### config.mk
export PLATFORM = sky130hd
export DESIGN_NAME = nlmsanc_ctrl
export DESIGN_NICKNAME = d
export VERILOG_FILES = /design/src/nlmsanc_pkg.sv /design/src/nlmsanc_ctrl.sv
export SDC_FILE = /design/constraint.sdc
export NUM_CORES = 1
export LEC_CHECK = 0
export BUFFER_PORTS_ARGS = -buffer_cell sky130_fd_sc_hd__buf_2
export CELL_PAD_IN_SITES_DETAIL_PLACEMENT = 2
export CELL_PAD_IN_SITES_GLOBAL_PLACEMENT = 2
export CORE_MARGIN = 2
export CORE_UTILIZATION = 31
export DETAILED_ROUTE_END_ITERATION = 10
export PLACE_DENSITY_LB_ADDON = 0.2
export SYNTH_ARGS = -nofsm -noshare
export SYNTH_HDL_FRONTEND = slang
export SYNTH_SLANG_ARGS = --single-unit
### constraint.sdc
create_clock -name clock -period 1.95 [get_ports clock]
set_input_delay 0.39 -clock clock [delete_from_list [all_inputs] [get_ports clock]]
set_output_delay 0.39 -clock clock [all_outputs]
set_load 0.05 [all_outputs]
### src/nlmsanc_pkg.sv
// Shared types, register codes and fixed widths of the NLMS noise canceller.
package nlmsanc_pkg;

   localparam int MAX_TAPS_DEF = 32;
   localparam int DATA_W       = 32;
   localparam int GAIN_W       = 15;
   localparam int TAPS_W       = 6;
   localparam int QSAT_W       = 64;
   localparam int PROD_SHIFT   = 28;
   localparam int GAIN_SHIFT   = 45;
   localparam int UPD_SHIFT    = 31;
   localparam int DELTA_W      = 34;

   localparam logic [1:0] CSR_TAPS  = 2'd0;
   localparam logic [1:0] CSR_GAIN  = 2'd1;
   localparam logic [1:0] CSR_FLOOR = 2'd2;

   localparam logic [TAPS_W-1:0] TAPS_RST  = 6'd32;
   localparam logic [GAIN_W-1:0] GAIN_RST  = 15'd1638;
   localparam logic [DATA_W-1:0] FLOOR_RST = 32'd1048576;

   typedef enum logic [3:0] {
      S_IDLE,
      S_MAC,
      S_MAC_DRAIN,
      S_ERR,
      S_EMIT,
      S_DIV,
      S_UPD,
      S_UPD_DRAIN
   } state_type;

   typedef struct packed {
      logic ready;
      logic load;
      logic mac;
      logic err;
      logic emit;
      logic div_step;
      logic upd;
   } cmd_type;

   typedef struct packed {
      logic slot_free;
      logic energy_zero;
   } sts_type;

endpackage

### src/nlmsanc_ctrl.sv
// Sequencer that walks one word through filter, divide and weight update passes.
module nlmsanc_ctrl #(
   parameter int IDX_W = 5,
   parameter int NUM_W = 103
) (
   input  logic                 clock,
   input  logic                 reset,
   input  logic                 req_tvalid,
   input  logic [IDX_W-1:0]     taps_last,
   input  nlmsanc_pkg::sts_type sts,
   output nlmsanc_pkg::cmd_type cmd,
   output logic [IDX_W-1:0]     idx
);

   localparam int DCNT_W = $clog2(NUM_W);

   nlmsanc_pkg::state_type state_ff, state_in;
   logic [IDX_W-1:0]  idx_ff, idx_in;
   logic [DCNT_W-1:0] dcnt_ff, dcnt_in;

   always_ff @(posedge clock) begin
      if (reset) begin
         state_ff <= nlmsanc_pkg::S_IDLE;
         idx_ff   <= '0;
         dcnt_ff  <= '0;
      end else begin
         state_ff <= state_in;
         idx_ff   <= idx_in;
         dcnt_ff  <= dcnt_in;
      end
   end

   always_comb begin
      state_in = state_ff;
      idx_in   = idx_ff;
      dcnt_in  = dcnt_ff;
      unique case (state_ff)
         nlmsanc_pkg::S_IDLE: begin
            idx_in = '0;
            if (req_tvalid) state_in = nlmsanc_pkg::S_MAC;
         end
         nlmsanc_pkg::S_MAC: begin
            if (idx_ff == taps_last) begin
               idx_in   = '0;
               state_in = nlmsanc_pkg::S_MAC_DRAIN;
            end else begin
               idx_in = idx_ff + 1'b1;
            end
         end
         nlmsanc_pkg::S_MAC_DRAIN: state_in = nlmsanc_pkg::S_ERR;
         nlmsanc_pkg::S_ERR:       state_in = nlmsanc_pkg::S_EMIT;
         nlmsanc_pkg::S_EMIT: begin
            dcnt_in = '0;
            if (sts.slot_free) begin
               state_in = sts.energy_zero ? nlmsanc_pkg::S_IDLE : nlmsanc_pkg::S_DIV;
            end
         end
         nlmsanc_pkg::S_DIV: begin
            if (dcnt_ff == DCNT_W'(NUM_W - 1)) begin
               idx_in   = '0;
               state_in = nlmsanc_pkg::S_UPD;
            end else begin
               dcnt_in = dcnt_ff + 1'b1;
            end
         end
         nlmsanc_pkg::S_UPD: begin
            if (idx_ff == taps_last) begin
               idx_in   = '0;
               state_in = nlmsanc_pkg::S_UPD_DRAIN;
            end else begin
               idx_in = idx_ff + 1'b1;
            end
         end
         nlmsanc_pkg::S_UPD_DRAIN: state_in = nlmsanc_pkg::S_IDLE;
         default:                  state_in = nlmsanc_pkg::S_IDLE;
      endcase
   end

   always_comb begin
      cmd = '0;
      unique case (state_ff)
         nlmsanc_pkg::S_IDLE: begin
            cmd.ready = 1'b1;
            cmd.load  = req_tvalid;
         end
         nlmsanc_pkg::S_MAC:  cmd.mac      = 1'b1;
         nlmsanc_pkg::S_ERR:  cmd.err      = 1'b1;
         nlmsanc_pkg::S_EMIT: cmd.emit     = sts.slot_free;
         nlmsanc_pkg::S_DIV:  cmd.div_step = 1'b1;
         nlmsanc_pkg::S_UPD:  cmd.upd      = 1'b1;
         default:             cmd          = '0;
      endcase
   end

   assign idx = idx_ff;

   a_emit_free: assert property (@(posedge clock) disable iff (reset)
      cmd.emit |-> sts.slot_free) else $error("result emitted over a full slot");
   a_mac_range: assert property (@(posedge clock) disable iff (reset)
      (cmd.mac || cmd.upd) |-> (idx_ff <= taps_last)) else $error("tap index overrun");
   a_load_next: assert property (@(posedge clock) disable iff (reset)
      cmd.load |=> (state_ff == nlmsanc_pkg::S_MAC)) else $error("load did not start pass");

endmodule

# After elaboration in Yosys (flattened, before gate mapping)
# Index checks and enable logic that the tools add are counted.
# op_classes
addsub	2
eq_ne	14
n_mux	18
reduce_logical	7
# ops
op	n
$pmux W4 S7	1
$mux W4	5
$pmux W5 S3	1
$pmux W7 S2	1
$eq A4 B3 Y1 const B	3
$ne A2 B2 Y1 const B	6
$mux W5	2
$eq A4 B2 Y1 const B	2
$add A7 B1 Y7 const B	1
$eq A7 B7 Y1 const B	1
$mux W7	1
$add A5 B1 Y5 const B	1
$eq A5 B5 Y1	1
$mux W1	5
$reduce_and A5 Y1	1
$eq A4 B1 Y1 const B	1
$logic_not A4 Y1	1
$reduce_and A2 Y1	2
$mux W3	1
$reduce_bool A3 Y1	1
$mux W2	1
$reduce_bool A2 Y1	1
$reduce_or A2 Y1	1
# word_totals
register_bits	16
out_inout_bits	12
elab_cells	44

# Logic depth before layout (Yosys ltp)
# logic_depth
ltp_word	4
mapped_depth	8

# Worst setup path before layout
# No wires, ideal clock.
# synth_path
path_kind	flip-flop to output port
startpoint	reg state_ff[1]
endpoint	out cmd[5] (netlist name)
t_arrival_ps	1933
required_ps	1560
slack_ps	-373
path_stages_with_launch	5
path_cell_list	dfxtp_1 > inv_1 > ha_1 > nor2b_1 > and2_1
# synth_lines
item	line	source
from (decl)	nlmsanc_ctrl.sv:17	nlmsanc_pkg::state_type state_ff, state_in;
from (signal assigned)	nlmsanc_ctrl.sv:23	state_ff <= nlmsanc_pkg::S_IDLE;
from (signal assigned)	nlmsanc_ctrl.sv:27	state_ff <= state_in;
to (decl)	nlmsanc_ctrl.sv:11	output nlmsanc_pkg::cmd_type cmd,

==> impl_metrics.tcl <==
set metrics [dict create \
    dieArea_mm2 0.00372 \
    slew_viol_final 0 \
    die_h_um 61.0 \
    p_switching_mw 0.655 \
    outcome "finished, final reports clean" \
    vias 948 \
    cts_buffer_depth 2 \
    critical_path_class "reg -> out" \
    grt_start_max_net_pins 18 \
    min_path_type "in -> reg" \
    crit_path_max_fanout 8 \
    core_mm2 0.00308 \
    cts_buffers 3 \
    routed_wirelength_um 2690 \
    worstMarginPinSlew_ns 0.358 \
    wl_per_cell_um 14.5 \
    startpoint_type "flop" \
    antenna_found_initial 0 \
    synth_top_cell_by_area "dfxtp_1" \
    pwr_density_cell_mw_per_mm2 1100 \
    hold_viol 0 \
    ant_nets 0 \
    sequentialPowerShare_pct 28.3 \
    endpoint_kind "output port" \
    fin_crit_ns 1.89 \
    p_int_mw 0.680 \
    grt_overflow 0 \
    insertion_delay_ns 0.29 \
    grt_pass1_wl_um 4570 \
    yosysWarnings 0 \
    rows 20 \
    cts_tree "built" \
    die_w_um 61.0 \
    async_flop_share_pct 0 \
    setup_viol 0 \
    rsz0062_at_grt "true" \
    slew_headroom_pct 76.1 \
    synth_nets 134 \
    synthTopCellsByArea "dfxtp_1 30%, ha_1 8.7%, nor2_1 3.7%" \
    n_antenna_cell 0 \
    area_delta_synth_final_pct 20.4 \
    clockPowerShare_pct 13.7 \
    synth_top_area_share_pct 29.9 \
    postCtsSetupRepairBufs 0 \
    cts_max_level 1 \
    arrival_ns 1.50 \
    swShare_pct 49.1 \
    cap_violations 0 \
    track_usage_pct 16.6 \
    ioPinCount 22 \
    synth_seq_cells 15 \
    fin_crit_sh_pct 96.9 \
    path_clk_slew_ns 0.09 \
    hold_slack_ns 0.485 \
    dp_hpwl_um 2150 \
    synthFlopType "dfxtp_1" \
    cts_sinks 15 \
    ff2ff_setup_slack_ns 0.20 \
    gp_congestion 0.709 \
    synthCells 117 \
    peakVddDrop_mv 0.369 \
    vias_per_cell 5.12 \
    fin_nets 159 \
    holdBufCountCts 0 \
    seq_area_frac_synth_pct 29.9 \
    total_power_mw 1.34 \
    comb_power_share_pct 58.0 \
    drive_gt1_share_pct 30.5 \
    power_leakage_nw 0.501 \
    drt_iter0_markers 31 \
    start_util_pct 32.7 \
    drcViolationCount 0 \
    first_pass_iters 4 \
    clock_skew_ns 0.00175 \
    clockRootBuffer "clkbuf_4" \
    synth_edf_count 0 \
    postSynthAreaPerCell_um2 8.60 \
    numPortBuffers 21 \
    crit_required_ns 1.56 \
    timing.fmax_ghz 0.529 \
    yosysUniqueCellTypes 44 \
    syn-cell-area_mm2 0.00101 \
    grt_pass1_vias 980 \
]
==> cells by family (layout without fill, tap and decap cells) <==
| logic type | Yosys count | count (layout) | share of synthesized area, % |
|---|---|---|---|
| AND/OR/NAND/NOR | 48 | 48 | 26.1 |
| flip-flops | 15 | 15 | 29.9 |
| multiplexers | 1 | 1 | 0.995 |
| AO/OA/AOI/OAI | 27 | 27 | 22.3 |
| buffers and inverters | 13 | 37 | 6.84 |
| adder cells (fa/ha/maj) | 7 | 7 | 8.71 |
| XOR/XNOR | 6 | 6 | 5.22 |
==> cells in the mapped netlist (2+ instances only) <==
| cell type | n |
|---|---|
| nand2_1 | 6 |
| o31ai_1 | 2 |
| dfxtp_1 | 15 |
| and3_1 | 2 |
| nand3_1 | 7 |
| or3_1 | 5 |
| xor2_1 | 2 |
| nor2_1 | 10 |
| nor2b_1 | 2 |
| nor3_1 | 4 |
| inv_1 | 8 |
| buf_2 | 2 |
| xnor2_1 | 4 |
| ha_1 | 7 |
| nand4_1 | 2 |
| a311o_1 | 2 |
| o41ai_1 | 2 |
| a21oi_2 | 2 |
| a21oi_1 | 7 |
| and2_1 | 2 |
==> power groups by stage <==
stage	combinational [mW]	clock, mW	sequential [mW]
after floorplan	0.547	0	0.412
after global placement	0.734	0	0.380
after detailed placement	0.758	0	0.387
after CTS	0.775	0.191	0.379
after global routing	0.849	0.202	0.389
final	0.774	0.183	0.378
==> area by class of cell <==
cell class	count	area (µm²)
Clock buffer	4	26.3
Fill cell	368	1870
Inverter	8	30.0
Multi-Input combinational cell	89	657
Sequential cell	15	300
Tap cell	44	55.1
Timing Repair Buffer	25	143
==> sequential cells by signal, indices dropped and copies added (netlist names) <==
signal,count
dcnt_ff,7
idx,5
state_ff,3
==> worst max-delay path, stage by stage, from the launching register on <==
cell	delay, ns
dfxtp_1	0.35
inv_1	0.09
ha_2	0.26
nor2b_4	0.17
and2_1	0.12
clkbuf_4	0.22
==> placed cells by master, fill, tap and decap left out, types with 2 or more instances in the layout <==
cell      netlist  routed
a21oi_2         2       2
a311o_1         2       2
clkbuf_4        0       4
dfxtp_1        15      15
nor3_1          4       4
xor2_1          2       2
xnor2_1         4       4
and3_1          2       2
nand4_1         2       2
buf_4           0       6
o41ai_1         2       2
a21oi_1         7       7
or3_1           5       5
buf_2           2      18
nand2_1         6       6
and2_1          2       2
inv_1           8       8
ha_1            7       5
o31ai_1         2       2
nor2_1         10       9
nand3_1         7       7
ha_2            0       2
==> metrics by stage <==
stage | utilization, % | TNS, ns | setup slack [ns] | std cells | instance area [µm²]
2_1_floorplan | - | 0 | 0.00304 | 117 | 1020
3_3_place_gp | 38.1 | 0 | 0.185 | 181 | 1170
3_5_place_dp | 38.1 | 0 | 0.146 | 181 | 1170
4_1_cts | 39.1 | 0 | 0.00406 | 185 | 1200
5_1_grt | 39.3 | -0.0553 | -0.0553 | 185 | 1210
6_report | 39.3 | 0 | 0.0613 | 185 | 1210
==> what timing repair did <==
action / CTS / global route
endpoints found under the setup margin: 2 / 9
gates cloned: 0 / 0
pin swaps: 0 / 0
gates resized for setup: 2 / 4
==> path summary, 6_finish.rpt <==
kind | from | to | cells after the start
max | state_ff[0]$_SDFFE_PP0P_ | cmd[5] | 5
min reg2reg | dcnt_ff[6]$_SDFFE_PP0P_ | dcnt_ff[6]$_SDFFE_PP0P_ | 1
max reg2reg | state_ff[1]$_SDFFE_PP0P_ | idx[1]$_SDFFE_PP0P_ | 8
min | reset | dcnt_ff[1]$_SDFFE_PP0P_ | 2
==> metal layers <==
metal | vias to the layer above | track usage [%] | routed length [µm]
li1 | 473 | - | -
met1 | 456 | 22.1 | 1340
met2 | 15 | 27.5 | 1270
met3 | 4 | 1.92 | 52
met4 | 0 | 6.52 | 29
met5 | - | 0 | 0
(Power assumes the default switching activity.)
